==> src/hw/rtl/nphl_pkg.sv <==
// Shared types and codes for the nearest point height lookup block.
package nphl_pkg;

	localparam int DEF_MAX_POINTS = 256;

	localparam logic [1:0] OP_CLEAR = 2'd0;
	localparam logic [1:0] OP_LOAD  = 2'd1;
	localparam logic [1:0] OP_QUERY = 2'd2;
	localparam logic [1:0] OP_NOP   = 2'd3;

	typedef struct packed {
		logic [1:0]         op;
		logic signed [15:0] pos_x;
		logic signed [15:0] pos_y;
		logic signed [15:0] pos_z;
	} cmd_item_t;

	typedef struct packed {
		logic signed [15:0] height;
		logic [7:0]         nearest_index;
		logic               valid_res;
	} res_item_t;

	typedef struct packed {
		logic signed [15:0] x;
		logic signed [15:0] y;
		logic signed [15:0] z;
	} point_t;

	typedef struct packed {
		logic start;
		logic vld;
		logic last;
	} scan_ctl_t;

endpackage

==> src/hw/rtl/nphl_scan.sv <==
// Distance pipeline and running nearest point tracker for the scan.
module nphl_scan import nphl_pkg::*; #(
	parameter int AW = 8
) (
	input  logic               clk,
	input  logic               arst_n,
	input  scan_ctl_t          ctl,
	input  logic signed [15:0] qx,
	input  logic signed [15:0] qy,
	input  logic [AW-1:0]      idx_s1,
	input  point_t             rdata,
	output logic               fin,
	output logic signed [15:0] best_z,
	output logic [AW-1:0]      best_idx
);

	logic signed [15:0] qx_q, qy_q;
	logic signed [16:0] dx, dy;
	logic signed [33:0] sqx, sqy;
	logic [32:0]        dx2_s2, dy2_s2;
	logic [AW-1:0]      idx_s2;
	logic signed [15:0] z_s2;
	logic               vld_s2, last_s2;
	logic [33:0]        sum;
	logic [33:0]        best_d_q;
	logic               first_q;
	logic               upd;

	assign dx  = 17'(qx_q) - 17'(rdata.x);
	assign dy  = 17'(qy_q) - 17'(rdata.y);
	assign sqx = dx * dx;
	assign sqy = dy * dy;
	assign sum = {1'b0, dx2_s2} + {1'b0, dy2_s2};
	assign upd = vld_s2 && (first_q || sum <= best_d_q);

	always_ff @(posedge clk) begin
		if (ctl.start) begin
			qx_q <= qx;
			qy_q <= qy;
		end
		dx2_s2 <= sqx[32:0];
		dy2_s2 <= sqy[32:0];
		idx_s2 <= idx_s1;
		z_s2   <= rdata.z;
		if (upd) begin
			best_d_q <= sum;
			best_z   <= z_s2;
			best_idx <= idx_s2;
		end
	end

	always_ff @(posedge clk or negedge arst_n) begin
		if (!arst_n) begin
			vld_s2  <= 1'b0;
			last_s2 <= 1'b0;
			first_q <= 1'b0;
			fin     <= 1'b0;
		end else begin
			vld_s2  <= ctl.vld;
			last_s2 <= ctl.vld && ctl.last;
			fin     <= vld_s2 && last_s2;
			if (ctl.start) begin
				first_q <= 1'b1;
			end else if (vld_s2) begin
				first_q <= 1'b0;
			end
		end
	end

endmodule

==> config.mk <==
export PLATFORM = sky130hd
export DESIGN_NAME = nphl_scan
export DESIGN_NICKNAME = d
export VERILOG_FILES = /design/src/hw/rtl/nphl_pkg.sv /design/src/hw/rtl/nphl_scan.sv
export SDC_FILE = /design/constraint.sdc
export NUM_CORES = 2
export LEC_CHECK = 0
export BUFFER_PORTS_ARGS = -buffer_cell sky130_fd_sc_hd__buf_2
export CAP_MARGIN = 20
export CORE_MARGIN = 2
export CORE_UTILIZATION = 49
export DETAILED_ROUTE_END_ITERATION = 16
export GPL_TIMING_DRIVEN = 1
export HOLD_SLACK_MARGIN = 0.08
export PLACE_DENSITY = 0.76
export SKIP_LAST_GASP = 1
export SLEW_MARGIN = 20
export SYNTH_ARGS = -nofsm -noshare
export SYNTH_HDL_FRONTEND = slang
export SYNTH_SLANG_ARGS = --single-unit
==> constraint.sdc <==
create_clock -name clk -period 10.54 [get_ports clk]
set_input_delay 2.108 -clock clk [delete_from_list [all_inputs] [get_ports clk]]
set_output_delay 2.108 -clock clk [all_outputs]
set_load 0.05 [all_outputs]
==> flow_summary.yaml <==
worst_hold_path:
  min_path_type: "reg -> reg"
synthesis:
  synthAdderAreaFrac_pct: 51.14
  postSynthCellCount: 2742
  yosysWarnings: 0
  synth_area_um2: 27000
  synth-edff-count: 90
  synthMuxAreaShare_pct: 0.1668
  synth_fp_nets: 3620
  synth_area_leaders: "fa_1 39%, ha_1 12%, inv_1 10%"
  ys_seq_area_share_pct: 16.91
  synth.largest_area_cell: "fa_1"
  synth_top_family_by_area: "adder cells"
  synth_xor_area_share_pct: 4.444
  async_flop_share_pct: 2.198
  synth_seq_cells: 182
  syn_area_per_cell_um2: 9.847
  ys_types: 83
  synth-simple-area-share_pct: 8.740
  synth_compound_area_share_pct: 7.331
  synthFlopType: "edfxtp_1"
  yosysTopAreaCellShare_pct: 39.37
critical_path:
  cp_num_buf_inv: 7
  critPathSlowestCell: "fa_1"
  r2r_slack_ns: 2.07
  critPathKind: "in -> reg"
  arrival_ns: 10.20
  critical_path_required_ns: 10.91
  startpoint_type: "primary input"
  cpMostUsedCell: "fa_1"
  critPathMaxFanout: 13
  critical-path-top-delay-family: "adder cells"
  max_stage_delay_ns: 0.55
  worstSetupEndpointType: "register"
sta:
  fin_crit_ns: 9.835
  maxSlewViolCount: 0
  fmax_ghz: 0.1017
  fin_skew_ns: 0.01646
  hold_violations: 0
  worstMarginPinSlew_ns: 1.143
  setup_viol: 0
  slew_headroom_pct: 23.26
  post-route-period-util_pct: 93.31
  setup_tns_ns: 0
  rsz0062_at_grt: "false"
global_route:
  grt_max_degree: 44
  grt_first_pass_wirelength_um: 96740
  overflow: 0
  grt_use_total_pct: 21.63
  grt_antenna_before_repair: 1
  grt_pass1_vias: 20220
route:
  ant_nets: 0
  wl_um: 57060
  drcViolationCount: 0
  avgViaCountPerCell: 5.199
  vias: 18700
  first_pass_iters: 5
  wire_per_inst_um: 15.87
  drtIter0Drc: 1064
final_layout:
  multiInputGateArea_um2: 19400
  area_growth_syn_to_layout_pct: 8.383
  finalNetCount: 3757
  drive_gt1_share_pct: 8.198
  regArea_um2: 4564
  nFillCells: 4789
  fin_area_um2: 29260
floorplan:
  dieArea_um2: 56990
  rows: 86
  die_y_um: 238.7
  ios: 118
  core_area_um2: 54770
  initial_core_util_pct: 49.30
  die_w_um: 238.7
placed_design:
  gp_congestion: 0.9210
  placed_area_um2: 28660
  dp_hpwl_um: 48440
  numPortBuffers: 117
clock_tree:
  cts_setup_buffers: 0
  post_cts_resized: 0
  cts_root_buf: "clkbuf_16"
  hold_buffers: 0
  clockBufferDepth: 2
  clk_pin_slew_ns: 0.08
  clock_latency_ns: 0.49
  cts_tree: "done"
  cts_made_buffers: 17
  cts_num_sinks: 182
  cts_htree_levels: 4
outcome:
  status: "completed"
job:
  cap_violations: 0
[kinds of logic (layout without fill, tap and decap cells)]
| family | Yosys count | in the layout |
|---|---|---|
| buf+inv | 805 | 954 |
| fa+ha+maj | 785 | 785 |
| simple gates | 546 | 546 |
| compound gates | 289 | 289 |
| flops | 182 | 182 |
| xor+xnor | 131 | 131 |
| mux | 4 | 4 |
| other cells | 0 | 1 |
[stage by stage]
step / hold WS [ns] / worst slack [ns] / instances / util, %
global placement: 0.3860 / 0.4273 / 3564 / 52.32
CTS: 0.4058 / 0.7981 / 3595 / 53.42
floorplan: 0.3855 / 0.9064 / 2742 / -
detailed placement: 0.3887 / 0.2798 / 3564 / 52.32
finish: 0.4051 / 0.7050 / 3596 / 53.43
global route: 0.4121 / 0.1916 / 3596 / 53.43
[routing by layer]
metal / track usage, % / vias up / part of all wire, %
met5: 0 / - / 0
met4: 8.125 / 0 / 3.5
met3: 2.991 / 127 / 5.5
met2: 37.89 / 563 / 50
met1: 27.24 / 9406 / 41
li1: - / 8599 / -
[path summary, 6_finish.rpt]
check	start	end	depth (start not counted)
max	rdata[17]	dy2_s2[32]	33
min	idx_s2[2]	best_idx[2]	0
max reg2reg	qx_q[0]	dx2_s2[30]	33
min reg2reg	idx_s2[2]	best_idx[2]	0
max in group asynchronous	arst_n	first_q	1
min in group asynchronous	arst_n	fin	1
[sequential cells by signal (all words and copies together) (netlist names), 16 cells and up]
signal,flops
best_z,16
qx_q,16
best_d_q,34
dx2_s2,32
dy2_s2,32
z_s2,16
qy_q,16
[cell usage after synthesis, drive strengths merged, types with 11 or more instances]
master and count:
nor2b 17, a21o 52, nand3 25, xor2 37, inv 749, clkbuf 40
nand2 195, nand2b 14, a211oi 11, edfxtp 90, buf 11, nor2 227
nand4 14, o21ai 49, dfxtp 88, nor3 14, a21oi 77, ha 254
o21a 23, fa 531, xnor2 94, o21bai 15
[worst register-to-register path: cells and delay by family, from the launching register on]
kind,cells,cell delay [ns]
adders and majority gates,9,3.66
and+or+nand+nor,4,0.80
AOI/OAI and AO/OA,11,2.67
xor gates and xnor gates,2,0.30
DFF,1,0.36
buffers and inverters,7,0.55
[layout make-up]
class | count | area share [%]
well taps | 704 | 3.010
clock buffers | 17 | 1.454
inverters | 754 | 9.672
flip-flops and latches | 182 | 15.60
clock inverters | 14 | 0.6157
multi-input cells | 1755 | 66.31
diodes | 1 | 0.008551
repair buffers | 169 | 3.335
[placed cells by master (no fill, tap or decap), types with 74 or more instances in the layout]
cell,n
nor2_1,227
dfxtp_1,88
buf_2,117
inv_1,743
ha_1,254
nand2_1,192
edfxtp_1,90
a21oi_1,74
xnor2_1,90
fa_1,531
Power is not shown: default switching activity piles up to over one toggle a cycle in this logic, so the estimate is an artifact.
